### config.mk
export PLATFORM = sky130hd
export DESIGN_NAME = utf8_ansi_text_grid_parser
export DESIGN_NICKNAME = d
export VERILOG_FILES = /design/src/design/utp_pkg.sv /design/src/design/utf8_ansi_text_grid_parser.sv /design/src/design/utp_front.sv /design/src/design/utp_cmd_queue.sv /design/src/design/utp_back.sv
export SDC_FILE = /design/constraint.sdc
export NUM_CORES = 1
export LEC_CHECK = 0
export BUFFER_PORTS_ARGS = -buffer_cell sky130_fd_sc_hd__buf_4
export CAP_MARGIN = 20
export CORE_MARGIN = 1.5
export CORE_UTILIZATION = 61
export CTS_CLUSTER_SIZE = 30
export DETAILED_ROUTE_END_ITERATION = 8
export GPL_TIMING_DRIVEN = 0
export PLACE_DENSITY = 0.8
export RECOVER_POWER = 25
export SLEW_MARGIN = 20
export SYNTH_ARGS = -nofsm -noshare
export SYNTH_HDL_FRONTEND = slang
export SYNTH_SLANG_ARGS = --single-unit
### constraint.sdc
create_clock -name clk -period 9.1 [get_ports clk]
set_input_delay 0.91 -clock clk [delete_from_list [all_inputs] [get_ports clk]]
set_output_delay 0.91 -clock clk [all_outputs]
set_load 0.03 [all_outputs]
### src/design/utp_pkg.sv
`default_nettype none
// ----------------------------------------------------------------------------
// utp_pkg
// Shared types and constants of the utf-8 text grid parser.
// ----------------------------------------------------------------------------
package utp_pkg;

    // configuration port
    localparam int CFG_DATA_W = 11;
    localparam int CFG_IDX_W  = 1;

    localparam logic [CFG_IDX_W-1:0]  REG_GRID_COLUMNS   = 1'b0;
    localparam logic [CFG_IDX_W-1:0]  REG_GRID_ROWS      = 1'b1;
    localparam logic [CFG_DATA_W-1:0] GRID_COLUMNS_RESET = 11'd320;
    localparam logic [CFG_DATA_W-1:0] GRID_ROWS_RESET    = 11'd96;
    localparam logic [CFG_DATA_W-1:0] POS_LIMIT          = 11'd1024;

    // result kinds
    localparam logic [1:0] KIND_CELL     = 2'd0;
    localparam logic [1:0] KIND_EOT      = 2'd1;
    localparam logic [1:0] KIND_BAD_LEAD = 2'd2;
    localparam logic [1:0] KIND_BAD_CONT = 2'd3;

    // characters
    localparam logic [7:0] CHAR_NUL      = 8'h00;
    localparam logic [7:0] CHAR_LF       = 8'h0a;
    localparam logic [7:0] CHAR_CR       = 8'h0d;
    localparam logic [7:0] CHAR_ESC      = 8'h1b;
    localparam logic [7:0] CHAR_LBRACKET = 8'h5b;
    localparam logic [7:0] CHAR_UPPER_A  = 8'h41;
    localparam logic [7:0] CHAR_UPPER_Z  = 8'h5a;
    localparam logic [7:0] CHAR_LOWER_A  = 8'h61;
    localparam logic [7:0] CHAR_LOWER_Z  = 8'h7a;

    // utf-8 lead byte classes
    localparam logic [7:0] MASK_1B = 8'h80;
    localparam logic [7:0] MASK_2B = 8'he0;
    localparam logic [7:0] LEAD_2B = 8'hc0;
    localparam logic [7:0] MASK_3B = 8'hf0;
    localparam logic [7:0] LEAD_3B = 8'he0;
    localparam logic [7:0] MASK_4B = 8'hf8;
    localparam logic [7:0] LEAD_4B = 8'hf0;
    localparam logic [7:0] MASK_CONT = 8'hc0;
    localparam logic [7:0] CONT_TAG  = 8'h80;

    // operations handed from the front to the back
    typedef enum logic [2:0] {
        OP_NONE     = 3'd0,
        OP_CELL     = 3'd1,
        OP_EOT      = 3'd2,
        OP_BAD_LEAD = 3'd3,
        OP_BAD_CONT = 3'd4,
        OP_GROW     = 3'd5
    } op_t;

    // one request: up to two operations, op_a first
    typedef struct packed {
        op_t         op_a;
        logic [31:0] a_bytes;
        logic [2:0]  a_len;
        op_t         op_b;
        logic [7:0]  b_byte;
    } cmd_t;

    typedef struct packed {
        logic [1:0]  kind;
        logic [9:0]  column;
        logic [9:0]  row;
        logic [31:0] bytes;
        logic [2:0]  length;
        logic        oob;
        logic [10:0] used_columns;
        logic [10:0] used_rows;
        logic        last;
    } res_t;

endpackage
`default_nettype wire

### src/design/utf8_ansi_text_grid_parser.sv
`default_nettype none
// ----------------------------------------------------------------------------
// utf8_ansi_text_grid_parser
// UTF-8 text to cell grid parser with ANSI CSI skipping.
// ----------------------------------------------------------------------------
// Takes one byte per cycle while full is low. A byte that needs two operations
// (an escape or a broken codepoint followed by a byte that gives a result of
// its own, or NUL inside a CSI sequence) holds the grid tracker for both, as
// the tracker carries out one operation per cycle while its result queue has
// room and sets the sustained rate. Two-entry queues sit between classifier
// and tracker and on the result side, so a result passes through the request
// queue and then the result queue, and the input keeps flowing while a result
// waits.
// grid_columns and grid_rows are written through cfg_write/cfg_index/cfg_data
// and should only change while no text is in flight.
module utf8_ansi_text_grid_parser
    import utp_pkg::*;
(
    input  wire logic                  clk,
    input  wire logic                  rst_n,
    input  wire logic                  push,
    output logic                       full,
    input  wire logic [7:0]            data_byte,
    output logic                       empty,
    input  wire logic                  pop,
    output logic [1:0]                 result_kind,
    output logic [9:0]                 cell_column,
    output logic [9:0]                 cell_row,
    output logic [31:0]                codepoint_bytes,
    output logic [2:0]                 codepoint_length,
    output logic                       out_of_bounds,
    output logic [10:0]                used_columns,
    output logic [10:0]                used_rows,
    output logic                       last_of_run,
    input  wire logic                  cfg_write,
    input  wire logic [CFG_IDX_W-1:0]  cfg_index,
    input  wire logic [CFG_DATA_W-1:0] cfg_data
);

    logic [CFG_DATA_W-1:0] grid_columns_reg;
    logic [CFG_DATA_W-1:0] grid_rows_reg;

    logic byte_valid;
    logic cmd_push, cmd_full, cmd_valid, cmd_pop;
    cmd_t front_cmd, head_cmd;
    res_t res;

    always_ff @(posedge clk or negedge rst_n)
    begin
        if (!rst_n)
        begin
            grid_columns_reg <= GRID_COLUMNS_RESET;
            grid_rows_reg    <= GRID_ROWS_RESET;
        end
        else if (cfg_write)
        begin
            case (cfg_index)
                REG_GRID_COLUMNS: grid_columns_reg <= cfg_data;
                REG_GRID_ROWS:    grid_rows_reg    <= cfg_data;
                default:          grid_rows_reg    <= grid_rows_reg;
            endcase
        end
    end

    assign full       = cmd_full;
    assign byte_valid = push && !cmd_full;

    utp_front u_front (
        .clk        (clk),
        .rst_n      (rst_n),
        .byte_valid (byte_valid),
        .data_byte  (data_byte),
        .cmd_push   (cmd_push),
        .cmd        (front_cmd)
    );

    utp_cmd_queue u_cmd_queue (
        .clk      (clk),
        .rst_n    (rst_n),
        .wr_en    (cmd_push),
        .wr_data  (front_cmd),
        .full     (cmd_full),
        .rd_valid (cmd_valid),
        .rd_en    (cmd_pop),
        .rd_data  (head_cmd)
    );

    utp_back u_back (
        .clk          (clk),
        .rst_n        (rst_n),
        .grid_columns (grid_columns_reg),
        .grid_rows    (grid_rows_reg),
        .cmd_valid    (cmd_valid),
        .cmd          (head_cmd),
        .cmd_pop      (cmd_pop),
        .res_empty    (empty),
        .res_pop      (pop),
        .res          (res)
    );

    assign result_kind      = res.kind;
    assign cell_column      = res.column;
    assign cell_row         = res.row;
    assign codepoint_bytes  = res.bytes;
    assign codepoint_length = res.length;
    assign out_of_bounds    = res.oob;
    assign used_columns     = res.used_columns;
    assign used_rows        = res.used_rows;
    assign last_of_run      = res.last;

    // a placed cell carries one to four bytes
    a_cell_length: assert property (@(posedge clk) disable iff (!rst_n)
        (!empty && result_kind == KIND_CELL) |->
            (codepoint_length >= 3'd1 && codepoint_length <= 3'd4))
        else $error("cell result with bad byte count");

    // other kinds carry no length and never flag a held move
    a_other_kinds: assert property (@(posedge clk) disable iff (!rst_n)
        (!empty && result_kind != KIND_CELL) |->
            (codepoint_length == 3'd0 && !out_of_bounds))
        else $error("non-cell result with length or bounds flag");

    // a placed cell always lies inside the used dimensions it reports
    a_cell_in_dims: assert property (@(posedge clk) disable iff (!rst_n)
        (!empty && result_kind == KIND_CELL) |->
            ({1'b0, cell_column} < used_columns && {1'b0, cell_row} < used_rows))
        else $error("cell outside reported dimensions");

    // a stalled request in the middle queue never blocks the input side forever
    a_queue_drain: assert property (@(posedge clk) disable iff (!rst_n)
        (cmd_valid && !empty && pop) |=> (cmd_pop || !cmd_valid || $past(cmd_pop)
            || !empty))
        else $error("request queue stuck with room on the result side");

endmodule
`default_nettype wire

### src/design/utp_front.sv
`default_nettype none
// ----------------------------------------------------------------------------
// utp_front
// Byte classifier: utf-8 grouping, escape and csi skipping, error detection.
// ----------------------------------------------------------------------------
module utp_front
    import utp_pkg::*;
(
    input  wire logic       clk,
    input  wire logic       rst_n,
    input  wire logic       byte_valid,
    input  wire logic [7:0] data_byte,
    output logic            cmd_push,
    output cmd_t            cmd
);

    typedef enum logic [3:0] {
        MODE_NORMAL = 4'b0001,
        MODE_ESC    = 4'b0010,
        MODE_CSI    = 4'b0100,
        MODE_MULTI  = 4'b1000
    } mode_t;

    mode_t       mode_reg, mode_next;
    logic [31:0] partial_reg, partial_next;
    logic [2:0]  exp_reg, exp_next;
    logic [2:0]  cnt_reg, cnt_next;

    logic        run_normal;
    logic        is_letter;
    logic        is_cont;
    logic [2:0]  lead;
    logic [2:0]  cnt_inc;
    logic [31:0] merged;

    function automatic logic [2:0] lead_length(input logic [7:0] b);
        logic [2:0] len;
        if ((b & MASK_1B) == 8'h00)
            len = 3'd1;
        else if ((b & MASK_2B) == LEAD_2B)
            len = 3'd2;
        else if ((b & MASK_3B) == LEAD_3B)
            len = 3'd3;
        else if ((b & MASK_4B) == LEAD_4B)
            len = 3'd4;
        else
            len = 3'd0;
        return len;
    endfunction

    assign is_letter = (data_byte >= CHAR_UPPER_A && data_byte <= CHAR_UPPER_Z) ||
                       (data_byte >= CHAR_LOWER_A && data_byte <= CHAR_LOWER_Z);
    assign is_cont   = (data_byte & MASK_CONT) == CONT_TAG;
    assign lead      = lead_length(data_byte);
    assign cnt_inc   = cnt_reg + 3'd1;
    assign merged    = partial_reg | (32'(data_byte) << {cnt_reg[1:0], 3'b000});

    always_comb
    begin
        mode_next    = mode_reg;
        partial_next = partial_reg;
        exp_next     = exp_reg;
        cnt_next     = cnt_reg;
        run_normal   = 1'b0;
        cmd.op_a     = OP_NONE;
        cmd.a_bytes  = 32'd0;
        cmd.a_len    = 3'd0;
        cmd.op_b     = OP_NONE;
        cmd.b_byte   = data_byte;

        case (mode_reg)
            MODE_NORMAL:
            begin
                run_normal = 1'b1;
            end
            MODE_ESC:
            begin
                if (data_byte == CHAR_LBRACKET)
                begin
                    mode_next = MODE_CSI;
                end
                else
                begin
                    // lone escape becomes a cell, byte then handled as text
                    cmd.op_a    = OP_CELL;
                    cmd.a_bytes = 32'(CHAR_ESC);
                    cmd.a_len   = 3'd1;
                    run_normal  = 1'b1;
                end
            end
            MODE_CSI:
            begin
                if (data_byte == CHAR_NUL)
                begin
                    cmd.op_a  = OP_GROW;
                    cmd.op_b  = OP_EOT;
                    mode_next = MODE_NORMAL;
                end
                else if (is_letter)
                begin
                    cmd.op_a  = OP_GROW;
                    mode_next = MODE_NORMAL;
                end
            end
            MODE_MULTI:
            begin
                if (is_cont && cnt_reg < 3'd4)
                begin
                    if (cnt_inc >= exp_reg)
                    begin
                        cmd.op_a     = OP_CELL;
                        cmd.a_bytes  = merged;
                        cmd.a_len    = exp_reg;
                        mode_next    = MODE_NORMAL;
                        partial_next = 32'd0;
                        exp_next     = 3'd0;
                        cnt_next     = 3'd0;
                    end
                    else
                    begin
                        partial_next = merged;
                        cnt_next     = cnt_inc;
                    end
                end
                else
                begin
                    cmd.op_a     = OP_BAD_CONT;
                    cmd.a_bytes  = partial_reg;
                    partial_next = 32'd0;
                    exp_next     = 3'd0;
                    cnt_next     = 3'd0;
                    run_normal   = 1'b1;
                end
            end
            default:
            begin
                mode_next = MODE_NORMAL;
            end
        endcase

        if (run_normal)
        begin
            mode_next = MODE_NORMAL;
            if (data_byte == CHAR_NUL)
            begin
                cmd.op_b = OP_EOT;
            end
            else if (data_byte == CHAR_ESC)
            begin
                mode_next = MODE_ESC;
            end
            else if (lead == 3'd0)
            begin
                cmd.op_b = OP_BAD_LEAD;
            end
            else if (lead == 3'd1)
            begin
                cmd.op_b = OP_CELL;
            end
            else
            begin
                partial_next = 32'(data_byte);
                exp_next     = lead;
                cnt_next     = 3'd1;
                mode_next    = MODE_MULTI;
            end
        end
    end

    assign cmd_push = byte_valid && (cmd.op_a != OP_NONE || cmd.op_b != OP_NONE);

    always_ff @(posedge clk or negedge rst_n)
    begin
        if (!rst_n)
        begin
            mode_reg    <= MODE_NORMAL;
            partial_reg <= 32'd0;
            exp_reg     <= 3'd0;
            cnt_reg     <= 3'd0;
        end
        else if (byte_valid)
        begin
            mode_reg    <= mode_next;
            partial_reg <= partial_next;
            exp_reg     <= exp_next;
            cnt_reg     <= cnt_next;
        end
    end

endmodule
`default_nettype wire

### src/design/utp_cmd_queue.sv
`default_nettype none
// ----------------------------------------------------------------------------
// utp_cmd_queue
// Two-entry queue of requests between the classifier and the grid tracker.
// ----------------------------------------------------------------------------
module utp_cmd_queue
    import utp_pkg::*;
(
    input  wire logic clk,
    input  wire logic rst_n,
    input  wire logic wr_en,
    input  wire cmd_t wr_data,
    output logic      full,
    output logic      rd_valid,
    input  wire logic rd_en,
    output cmd_t      rd_data
);

    cmd_t       q_reg [2];
    logic       wr_ptr_reg, rd_ptr_reg;
    logic [1:0] count_reg, count_next;
    logic       do_wr, do_rd;

    assign full     = count_reg == 2'd2;
    assign rd_valid = count_reg != 2'd0;
    assign rd_data  = q_reg[rd_ptr_reg];
    assign do_wr    = wr_en && !full;
    assign do_rd    = rd_en && rd_valid;

    always_comb
    begin
        count_next = count_reg;
        if (do_wr && !do_rd)
            count_next = count_reg + 2'd1;
        else if (!do_wr && do_rd)
            count_next = count_reg - 2'd1;
    end

    always_ff @(posedge clk or negedge rst_n)
    begin
        if (!rst_n)
        begin
            wr_ptr_reg <= 1'b0;
            rd_ptr_reg <= 1'b0;
            count_reg  <= 2'd0;
        end
        else
        begin
            if (do_wr)
                wr_ptr_reg <= !wr_ptr_reg;
            if (do_rd)
                rd_ptr_reg <= !rd_ptr_reg;
            count_reg <= count_next;
        end
    end

    always_ff @(posedge clk)
    begin
        if (do_wr)
            q_reg[wr_ptr_reg] <= wr_data;
    end

endmodule
`default_nettype wire

### src/design/utp_back.sv
`default_nettype none
// ----------------------------------------------------------------------------
// utp_back
// Grid tracker: carries out requests one operation per cycle while the result
// queue has room, keeps the cursor and used dimensions, and queues the results.
// ----------------------------------------------------------------------------
module utp_back
    import utp_pkg::*;
(
    input  wire logic                  clk,
    input  wire logic                  rst_n,
    input  wire logic [CFG_DATA_W-1:0] grid_columns,
    input  wire logic [CFG_DATA_W-1:0] grid_rows,
    input  wire logic                  cmd_valid,
    input  wire cmd_t                  cmd,
    output logic                       cmd_pop,
    output logic                       res_empty,
    input  wire logic                  res_pop,
    output res_t                       res
);

    logic [9:0]  col_reg, col_next;
    logic [9:0]  row_reg, row_next;
    logic [10:0] max_c_reg, max_c_next;
    logic [10:0] max_r_reg, max_r_next;
    logic        phase_reg;

    res_t        q_reg [2];
    logic        wr_ptr_reg, rd_ptr_reg;
    logic [1:0]  count_reg, count_next;

    logic        cur_is_b, done, room, exec, res_push;
    op_t         cur_op;
    logic [31:0] cur_bytes;
    logic [2:0]  cur_len;
    logic [10:0] lim_c, lim_r, nx, ny;
    logic        inb, is_lf, is_cr;
    logic [9:0]  pc, pr;
    logic [10:0] gc, gr, grown_c, grown_r;
    res_t        new_res;
    logic        do_rd;

    assign cur_is_b  = phase_reg || cmd.op_a == OP_NONE;
    assign cur_op    = cur_is_b ? cmd.op_b : cmd.op_a;
    assign cur_bytes = cur_is_b ? ((cmd.op_b == OP_EOT) ? 32'd0 : 32'(cmd.b_byte))
                                : cmd.a_bytes;
    assign cur_len   = cur_is_b ? 3'd1 : cmd.a_len;
    assign done      = cur_is_b || cmd.op_b == OP_NONE;
    assign room      = count_reg != 2'd2;
    assign exec      = cmd_valid && room;
    assign cmd_pop   = exec && done;

    // cursor move of a placed cell, held when it would leave the grid
    assign lim_c = (grid_columns > POS_LIMIT) ? POS_LIMIT : grid_columns;
    assign lim_r = (grid_rows > POS_LIMIT) ? POS_LIMIT : grid_rows;
    assign is_lf = cur_len == 3'd1 && cur_bytes[7:0] == CHAR_LF;
    assign is_cr = cur_len == 3'd1 && cur_bytes[7:0] == CHAR_CR;
    assign nx    = (is_lf || is_cr) ? 11'd0 : {1'b0, col_reg} + 11'd1;
    assign ny    = is_lf ? {1'b0, row_reg} + 11'd1 : {1'b0, row_reg};
    assign inb   = nx < lim_c && ny < lim_r;
    assign pc    = (cur_op == OP_CELL && inb) ? nx[9:0] : col_reg;
    assign pr    = (cur_op == OP_CELL && inb) ? ny[9:0] : row_reg;
    assign gc    = {1'b0, pc} + 11'd1;
    assign gr    = {1'b0, pr} + 11'd1;
    assign grown_c = (gc > max_c_reg) ? gc : max_c_reg;
    assign grown_r = (gr > max_r_reg) ? gr : max_r_reg;

    always_comb
    begin
        col_next             = col_reg;
        row_next             = row_reg;
        max_c_next           = max_c_reg;
        max_r_next           = max_r_reg;
        res_push             = 1'b0;
        new_res.kind         = KIND_CELL;
        new_res.column       = col_reg;
        new_res.row          = row_reg;
        new_res.bytes        = cur_bytes;
        new_res.length       = 3'd0;
        new_res.oob          = 1'b0;
        new_res.used_columns = max_c_reg;
        new_res.used_rows    = max_r_reg;
        new_res.last         = done;

        case (cur_op)
            OP_CELL:
            begin
                col_next             = pc;
                row_next             = pr;
                max_c_next           = grown_c;
                max_r_next           = grown_r;
                res_push             = 1'b1;
                new_res.length       = cur_len;
                new_res.oob          = !inb;
                new_res.used_columns = grown_c;
                new_res.used_rows    = grown_r;
            end
            OP_GROW:
            begin
                max_c_next = grown_c;
                max_r_next = grown_r;
            end
            OP_EOT:
            begin
                res_push     = 1'b1;
                new_res.kind = KIND_EOT;
                col_next     = 10'd0;
                row_next     = 10'd0;
                max_c_next   = 11'd0;
                max_r_next   = 11'd0;
            end
            OP_BAD_LEAD:
            begin
                res_push     = 1'b1;
                new_res.kind = KIND_BAD_LEAD;
            end
            OP_BAD_CONT:
            begin
                res_push     = 1'b1;
                new_res.kind = KIND_BAD_CONT;
            end
            default:
            begin
                res_push = 1'b0;
            end
        endcase
    end

    always_ff @(posedge clk or negedge rst_n)
    begin
        if (!rst_n)
        begin
            col_reg   <= 10'd0;
            row_reg   <= 10'd0;
            max_c_reg <= 11'd0;
            max_r_reg <= 11'd0;
            phase_reg <= 1'b0;
        end
        else if (exec)
        begin
            col_reg   <= col_next;
            row_reg   <= row_next;
            max_c_reg <= max_c_next;
            max_r_reg <= max_r_next;
            phase_reg <= !done;
        end
    end

    // result queue
    assign res_empty = count_reg == 2'd0;
    assign res       = q_reg[rd_ptr_reg];
    assign do_rd     = res_pop && !res_empty;

    always_comb
    begin
        count_next = count_reg;
        if ((exec && res_push) && !do_rd)
            count_next = count_reg + 2'd1;
        else if (!(exec && res_push) && do_rd)
            count_next = count_reg - 2'd1;
    end

    always_ff @(posedge clk or negedge rst_n)
    begin
        if (!rst_n)
        begin
            wr_ptr_reg <= 1'b0;
            rd_ptr_reg <= 1'b0;
            count_reg  <= 2'd0;
        end
        else
        begin
            if (exec && res_push)
                wr_ptr_reg <= !wr_ptr_reg;
            if (do_rd)
                rd_ptr_reg <= !rd_ptr_reg;
            count_reg <= count_next;
        end
    end

    always_ff @(posedge clk)
    begin
        if (exec && res_push)
            q_reg[wr_ptr_reg] <= new_res;
    end

endmodule
`default_nettype wire
# Yosys cells after proc, flatten, opt, wreduce, memory -nomap -nowiden
# Memories as Yosys holds them, arrays and structs flattened.
# Cells that the tools add are included.
[word_totals] register_bits=115 ramBits=260 in_bits=25 output_inout_bits=83 n_memories=2
[op_classes] n_addsub=9 magnitude_cmp=12 eq_ne=27 shifts=1 mux=84 bitwise_logic=2 n_reduce_logical=56
[memory_table] memory="u_back.q_reg" depth=2 word_bits=81 read_ports=1 rd_ports_with_merged_regs=0 write_ports=1 line="utp_back.sv:28" text="res_t q_reg [2];"
[memory_table] memory="u_cmd_queue.q_reg" depth=2 word_bits=49 read_ports=1 rd_ports_with_merged_regs=0 write_ports=1 line="utp_cmd_queue.sv:19" text="cmd_t q_reg [2];"
[op_table] cell="32-bit two-way mux" n=9
[op_table] cell="3-bit two-way mux" n=31
[op_table] cell="36-bit two-way mux" n=2
[op_table] cell="35-bit one-hot mux with 2 select lines" n=1
[op_table] cell="11-bit two-way mux" n=6
[op_table] cell="10-bit by 1-bit adder with 11-bit output (second input constant)" n=4
[op_table] cell="11-bit one-hot mux with 2 select lines" n=2
[op_table] cell="4-bit two-way mux" n=10
[op_table] cell="10-bit one-hot mux with 2 select lines" n=2
[op_table] cell="35-bit two-way mux" n=1
[op_table] cell="32-bit bitwise OR" n=1
[op_table] cell="8-bit by 5-bit left shift with 32-bit output" n=1
[op_table] cell="26-bit two-way mux" n=1
[op_table] cell="11-bit greater-than comparator" n=2
[op_table] cell="11-bit greater-than comparator (second input constant)" n=2
[op_table] cell="11-bit < comparator" n=2
[op_table] cell="10-bit two-way mux" n=2
[op_table] cell="1-bit logical AND" n=19
[op_table] cell="8-bit by 4-bit equality test with 1-bit output (second input constant)" n=2
[op_table] cell="8-bit by 7-bit greater-or-equal comparator with 1-bit output (second input constant)" n=2
[op_table] cell="8-bit by 7-bit <= comparator with 1-bit output (second input constant)" n=2
[op_table] cell="8-bit logical NOT" n=2
[op_table] cell="4-bit one-hot mux with 4 select lines" n=1
[op_table] cell="1-bit logical NOT" n=12
[op_table] cell="36 further kinds" n=72

# Depth between registers and ports, before layout
# Gate-level depths: netlist (run 1).
[logic_depth] word_depth=19 mapped_depth=32

# Modules after synthesis
# From an unflattened synthesis (run 1), not the netlist that was laid out.
[hier_totals] hier_cells=1440 hier_area_um2=18723.0
[by_module_without_submodules] module="utp_back" n_inst=1 cells_per_inst=930 area_each_um2=11189.5 seq_area_each_um2=6040.8
[by_module_without_submodules] module="utp_cmd_queue" n_inst=1 cells_per_inst=172 area_each_um2=3990.1 seq_area_each_um2=3042.9
[by_module_without_submodules] module="utp_front" n_inst=1 cells_per_inst=289 area_each_um2=2653.8 seq_area_each_um2=1052.3
[by_module_without_submodules] module="utf8_ansi_text_grid_parser" n_inst=1 cells_per_inst=49 area_each_um2=889.6 seq_area_each_um2=555.5

# Worst setup path after synthesis (run 1)
# OpenSTA, ideal clock, no wires.
[synth_timing] path_kind="register to register" startpoint="register u_cmd_queue.rd_ptr_reg" endpoint="memory u_back.q_reg[0][8] in the netlist's numbering, data pin" setup_ps=262 t_arrival_ps=7206 required_time_ps=8838 setup_slack_ps=1631 stages_incl_launch_ff=30 n_path_buf=3 synth_period_minus_slack_ps=7469 cell_sequence="dfrtp_1 -> or4b_4 -> a2111oi_4 -> a31o_4 -> a21boi_2 -> buf_2 -> nand4_1 -> xnor2_1 -> ha_1 -> nand2_1 -> a2111oi_0 -> o221ai_1 -> a21o_1 -> nand3_1 -> clkbuf_1 -> nand2_1 -> o21ai_0 -> ha_1 -> nand4b_1 -> a211oi_2 -> xnor2_1 -> ha_1 -> a21o_1 -> a21o_1 -> a21oi_1 -> o21ai_0 -> a31oi_1 -> nor3_1 -> clkbuf_1 -> mux2_2"
[synth_rtl] element="from (decl)" line="utp_cmd_queue.sv:20" text="logic wr_ptr_reg, rd_ptr_reg;"
[synth_rtl] element="from (signal assigned)" line="utp_cmd_queue.sv:52" text="rd_ptr_reg <= !rd_ptr_reg;"
[synth_rtl] element="to (decl)" line="utp_back.sv:28"

==> results of run 1 <==
==> power by group <==
| group | internal (mW) | total (mW) | switching [mW] |
|---|---|---|---|
| Combinational | 1.21 | 3.32 | 2.11 |
| Clock | 0.883 | 1.52 | 0.634 |
| Sequential | 2.53 | 2.73 | 0.193 |
==> final cells by class <==
cell class	count	area share, %
flip-flops and latches	371	51.7
clock inverters	10	0.502
clock buffers	60	5.50
repair buffers	120	4.69
inverters	49	0.899
plain buffers	61	1.15
multi-input cells	936	33.2
well taps	384	2.35
==> metrics by stage <==
| step | instances | cell area (sq um) | setup TNS [ps] | setup WS (ps) |
|---|---|---|---|---|
| 6_report | 1991 | 20500 | 0 | 646 |
| 3_5_place_dp | 1922 | 19200 | -2820 | -344 |
| 5_1_grt | 1991 | 20500 | 0 | 97.8 |
| 4_1_cts | 1992 | 20500 | 0 | 152 |
| 3_3_place_gp | 1909 | 19000 | -783 | -171 |
| 2_1_floorplan | 1418 | 17700 | 0 | 1630 |
==> worst register-to-register path: cells and delay by family, from the launching register on <==
family	cells	cell delay (ps)
AO/OA/AOI/OAI	14	3680
AND/OR/NAND/NOR	8	1770
adder cells (fa/ha/maj)	3	900
buffers and inverters	3	870
flip-flops	1	470
XOR/XNOR	2	440
==> cell usage in the layout (no fill, tap or decap), types with 6 or more instances in the layout <==
cell type | netlist | final
mux2_2 | 121 | 121
or3_1 | 8 | 8
nor3_1 | 24 | 19
o21ai_0 | 50 | 47
mux2i_1 | 48 | 48
a211oi_1 | 6 | 6
o21a_1 | 7 | 7
nand2b_1 | 16 | 16
clkbuf_1 | 53 | 79
a31oi_1 | 9 | 8
nand3_1 | 25 | 25
edfxtp_1 | 256 | 256
a22o_1 | 35 | 35
inv_1 | 47 | 47
nand2_1 | 95 | 95
a21o_1 | 13 | 13
dfrtp_1 | 110 | 110
nand4_1 | 18 | 18
o22ai_1 | 9 | 9
nor2_1 | 157 | 156
ha_1 | 52 | 52
nor2b_1 | 9 | 8
xor2_1 | 17 | 17
buf_4 | 0 | 100
nor4_1 | 9 | 9
xnor2_1 | 33 | 33
clkbuf_8 | 0 | 7
a21oi_1 | 69 | 69
clkbuf_16 | 0 | 39
==> timing repair <==
| item | in CTS | in global routing |
|---|---|---|
| setup endpoints to repair | 22 | 50 |
| hold buffers | 0 | 0 |
| resized for setup | 4 | 10 |
==> routing by layer <==
| layer | track usage [%] | part of all wire (%) |
|---|---|---|
| met4 | 11.3 | 3.8 |
| met3 | 3.51 | 5.5 |
| met2 | 47.4 | 51 |
| met5 | 0 | 0 |
| met1 | 34.4 | 39 |
==> worst paths after layout <==
| check | cells past startpoint | startpoint | slack, ps | to |
|---|---|---|---|---|
| setup / recovery | 30 | u_cmd_queue.rd_ptr_reg | 650 | u_back.q_reg[0][10] |
| hold / removal | 0 | u_back.row_reg[7] | 480 | u_back.q_reg[1][66] |
| setup reg to reg | 30 | u_cmd_queue.rd_ptr_reg | 650 | u_back.q_reg[0][10] |
| hold reg to reg | 0 | u_back.row_reg[7] | 480 | u_back.q_reg[1][66] |
| max in group asynchronous | 2 | rst_n | 3100 | u_back.max_c_reg[2] |
| min in group asynchronous | 1 | rst_n | 1020 | u_front.mode_reg[2] |
==> kinds of logic (layout without fill, tap and decap cells) <==
kind of cell | count (synthesis) | in the layout | synth area share (%)
xor gates and xnor gates | 50 | 50 | 2.47
adders and majority gates | 52 | 52 | 3.67
AOI/OAI and AO/OA | 255 | 255 | 10.0
muxes | 170 | 170 | 10.5
buffers and inverters | 111 | 300 | 2.39
DFF | 371 | 371 | 59.7
and+or+nand+nor | 409 | 409 | 11.2
==> results_dict.tcl, run 1 <==
set metrics [dict create \
    status "finished, violations left" \
    violations "capacitance limit, slew limit" \
    core_sq_mm 0.0286 \
    die_w_um 173 \
    io_pins 108 \
    cp_top_family "compound AO/OA/AOI/OAI gates" \
    slowest_stage "or4b_4" \
    h-tree-depth 2 \
    netlist_top_cells_count "256 x edfxtp_1, 157 x nor2_1, 121 x mux2_2" \
    cap_violations 2 \
    cp-start-kind "register" \
    post-route-period-util_pct 92.9 \
    seqCellArea_sq_mm 0.0106 \
    clk_pin_slew_worst_paths_ps 60 \
    wl_per_cell_um 20.4 \
    drc 0 \
    ir_drop_mv 0.197 \
    avgSynthCellArea_sq_um 12.5 \
    final_layout_size_suffix_gt1_share_pct 21.0 \
    mappedNetlistArea_sq_mm 0.0177 \
    finish.utilization_pct 71.5 \
    first_global_vias 12154 \
    fillCellCount 1955 \
    drtIter0Drc 1053 \
    portBuffers 107 \
    die_y_um 173 \
    multi_input_area_sq_mm 0.00680 \
    synth-async-reset-ratio_pct 31.0 \
    cp-end-kind "register" \
    finalPower_mw 7.56 \
    slew_headroom_pct -183 \
    numCtsBuffers 38 \
    finalSetupViolCount 0 \
    power.density_mw_per_mm2 370 \
    syn_to_final_growth_pct 15.5 \
    antenna_found_initial 0 \
    synth_top_cell_area_share_pct 43.4 \
    hold_class "register to register" \
    yosysMostFrequentCell "edfxtp_1" \
    ant_nets 0 \
    worstSetupPathType "register to register" \
    skew_ps 12.9 \
    grt_pass1_wl_um 64400 \
    ys_ff_latch 371 \
    grt_max_degree 75 \
    holdWs_ps 479 \
    synth_flop_cell "edfxtp_1" \
    grt_overflow 0 \
    min_period_ps 8450 \
    power_leakage_nw 8.01 \
    rows 62 \
    worst_pin_slew_ps 4250 \
    required_ps 9310 \
    synthDistinctLibCells 86 \
    postCtsSetupBuffers 0 \
    path_buf_inv 3 \
    cts_tree "built" \
    cts-root-buf "clkbuf_16" \
    drtPass1Iterations 5 \
    yosys-top-cells-area "edfxtp_1 43%, dfrtp_1 16%, mux2_2 7.7%" \
    gp_congestion 0.952 \
    synth-edff-count 256 \
    vias 12204 \
    syn_inst 1418 \
    yosys_warnings 0 \
    hold_violations 0 \
    largest_reg_flops 162 \
    initial_utilization_pct 61.9 \
    nets 1654 \
    worst-path-max-fanout 10 \
    cts.sinks 371 \
    syn_nets 1495 \
    seq_area_frac_synth_pct 59.7 \
    arrival_ps 8670 \
    clock_path_buffers 3 \
    grt_setup_unrepaired "no" \
    fmax_mhz 118 \
    dieArea_sq_mm 0.0301 \
    clkLatencyLatePin_ps 540 \
    vias_per_cell 6.13 \
    totalWireLength_um 40600 \
    slew_violations 118 \
    dpl.hpwl_um 28700 \
    grt_use_total_pct 27.2 \
    cpPeakStageDelay_ps 600 \
    diodes 0 \
    yosysTopAreaCell "edfxtp_1" \
]
Note: power is estimated with default switching activity, not from simulation.
==> run 2, diff against run 1 <==
- CORE_UTILIZATION: 61 -> 62
- PLACE_DENSITY: 0.8 -> 0.81
- SYNTH_HIERARCHICAL: not set -> 1
==> run 2 against run 1 <==
Net effect:
- the flow still finishes with violations (capacitance limit, slew limit)
- sequential power is 1% higher
- critical path depth is 7 higher
- critical endpoint is now u_back/q_reg[0][19]
- global-route usage is 0.50 points higher
- sequential share of layout area is 2.2 points lower
- setup slack worse by 180 ps
- first-iteration DRC count is 4.7% lower
- non-clock buffer count is 27 higher
- via count is 0.90% higher
- fmax is 2.1% lower
- core utilization is 1.2 points higher
- combinational power is 3% higher
==> results_dict.tcl, run 2 <==
set metrics [dict create \
    seqCellArea_sq_mm 0.0107 \
    placed_area_sq_mm 0.0203 \
    vias_per_cell 6.07 \
    cap_violations 2 \
    seq_area_frac_synth_pct 57.1 \
    crit_path_frequent_cell "buf_6" \
    layout_common_cells "260 x edfxtp_1, 112 x buf_4, 110 x dfrtp_1" \
    power.density_mw_per_mm2 361 \
    cts-root-buf "clkbuf_16" \
    rows 63 \
    clk_pin_slew_worst_paths_ps 60 \
    multi_input_area_sq_mm 0.00738 \
    die_w_um 177 \
    syn_inst 1440 \
    wl_per_cell_um 21.1 \
    die_y_um 177 \
    grt_pass1_wl_um 66500 \
    dp_cells 1947 \
    totalWireLength_um 42900 \
    yosys_warnings 6 \
    tns_ps 0 \
    vias 12314 \
    violations "capacitance limit, slew limit" \
    worst_pin_slew_ps 3620 \
    worst-path-max-fanout 13 \
    final_cells 2027 \
    yosys-top-cells-area "edfxtp_1 42%, dfrtp_1 15%, mux2_2 6.4%" \
    final_layout_size_suffix_gt1_share_pct 25.5 \
    numCtsBuffers 39 \
    antenna_found_initial 0 \
    h-tree-depth 2 \
    post-place-ws_ps -933 \
    final_common_cell "edfxtp_1" \
    netlist_top_cells_count "260 x edfxtp_1, 110 x dfrtp_1, 106 x mux2_2" \
    clock_path_buffers 3 \
    fillCellCount 1966 \
    cts_tree "built" \
    drtPass1Iterations 7 \
    postCtsHoldBufs 0 \
    core_sq_mm 0.0297 \
    io_pins 108 \
    ant_nets 0 \
    cp-end-kind "register" \
    synthDistinctLibCells 92 \
    ys_ff_latch 375 \
    nets 1683 \
    largest_reg_flops 162 \
    ir_drop_mv 0.186 \
    cts.sinks 375 \
    yosysTopAreaCell "edfxtp_1" \
    final_area_sq_mm 0.0216 \
    synth_top_cell_area_share_pct 41.7 \
    diodes 0 \
    drc 0 \
    synth_flop_cell "edfxtp_1" \
    cp-start-kind "register" \
    first_global_vias 12250 \
    syn_to_final_growth_pct 15.4 \
    gp_congestion 0.926 \
    slowest_stage "or4_1" \
    slew_headroom_pct -141 \
    arrival_ps 8920 \
    yosysMostFrequentCell "edfxtp_1" \
    fmax_mhz 116 \
    synth-edff-count 260 \
    hold_class "register to register" \
    min_period_ps 8630 \
    skew_ps 22.0 \
    slew_violations 118 \
    grt_use_total_pct 27.7 \
    dpl.hpwl_um 30500 \
    initial_utilization_pct 63.0 \
    drtIter0Drc 1004 \
    setup_ws_ps 468 \
    avgSynthCellArea_sq_um 13.0 \
    finish.utilization_pct 72.7 \
    worstSetupPathType "register to register" \
    clkLatencyLatePin_ps 560 \
    portBuffers 106 \
    mappedNetlistArea_sq_mm 0.0187 \
    required_ps 9390 \
    grt_overflow 0 \
    synth-async-reset-ratio_pct 30.7 \
    post-route-period-util_pct 94.9 \
    dieArea_sq_mm 0.0312 \
    hold_violations 0 \
    finalSetupViolCount 0 \
    cpPeakStageDelay_ps 480 \
    grt_setup_unrepaired "no" \
    grt_max_degree 66 \
    status "finished, violations left" \
    power_leakage_nw 8.64 \
]
==> run 2: layout make-up <==
type                            instances  area share [%]
Buffer                                 82            2.40
Tap cell                              390            2.26
Multi-Input combinational cell        938            34.2
Timing Repair Buffer                  126            4.83
Sequential cell                       375            49.5
Clock buffer                           49            4.78
Clock inverter                         23            1.31
Inverter                               44           0.765
==> run 2: cell families (layout without fill, tap and decap cells) <==
family,count (synthesis),count (layout),share of synthesized area (%)
adder cells (fa/ha/maj),52,52,3.47
other,1,2,0.0200
buffers and inverters,128,324,3.80
multiplexers,177,177,11.8
AO/OA/AOI/OAI,270,270,10.3
flip-flops,375,375,57.1
AND/OR/NAND/NOR,382,382,11.0
XOR/XNOR,55,55,2.61
==> run 2: path summary, 6_finish.rpt <==
| check | to | slack (ps) | from | depth (start not counted) |
|---|---|---|---|---|
| worst max-delay path | u_back/q_reg[0][19] | 470 | u_cmd_queue/rd_ptr_reg | 37 |
| worst min-delay path | u_front/partial_reg[14] | 480 | u_front/partial_reg[14] | 1 |
| worst max register to register | u_back/q_reg[0][19] | 470 | u_cmd_queue/rd_ptr_reg | 37 |
| worst min register to register | u_front/partial_reg[14] | 480 | u_front/partial_reg[14] | 1 |
| max in group asynchronous | u_back/row_reg[7] | 3080 | rst_n | 2 |
| min in group asynchronous | u_front/partial_reg[22] | 1380 | rst_n | 1 |
==> run 2: power by group <==
group | switching (mW) | total, mW | internal, mW
clock | 0.675 | 1.61 | 0.936
sequential | 0.181 | 2.77 | 2.59
combinational | 2.09 | 3.43 | 1.34
total | 2.94 | 7.81 | 4.86
==> run 2: repair_timing <==
action                     4_1_cts  5_1_grt
gates resized for setup         11       13
setup buffers                    3        7
setup endpoints to repair       63       63
pin swaps                        1        3
==> run 2: critical path, delay by kind of cell, from the launching register on <==
family | cells | cell delay, ps
DFF | 1 | 340
and+or+nand+nor | 13 | 2590
xor gates and xnor gates | 2 | 340
buffers and inverters | 7 | 1200
adders and majority gates | 3 | 890
AOI/OAI and AO/OA | 8 | 1710
muxes | 4 | 1240
==> run 2: through the flow <==
step / hold slack (ps) / total power, mW
2_1_floorplan: 440 / 5.05
3_3_place_gp: 451 / 6.02
3_5_place_dp: 464 / 6.18
4_1_cts: 327 / 7.82
5_1_grt: 490 / 8.15
6_report: 477 / 7.81
==> run 2: layer usage <==
metal | up-vias | routed length, um | GRT usage [%]
met5 | - | 0 | 0
met4 | 0 | 1730 | 11.1
met3 | 108 | 2030 | 3.46
met2 | 440 | 22500 | 50.5
met1 | 6090 | 16500 | 33.1
li1 | 5676 | - | -
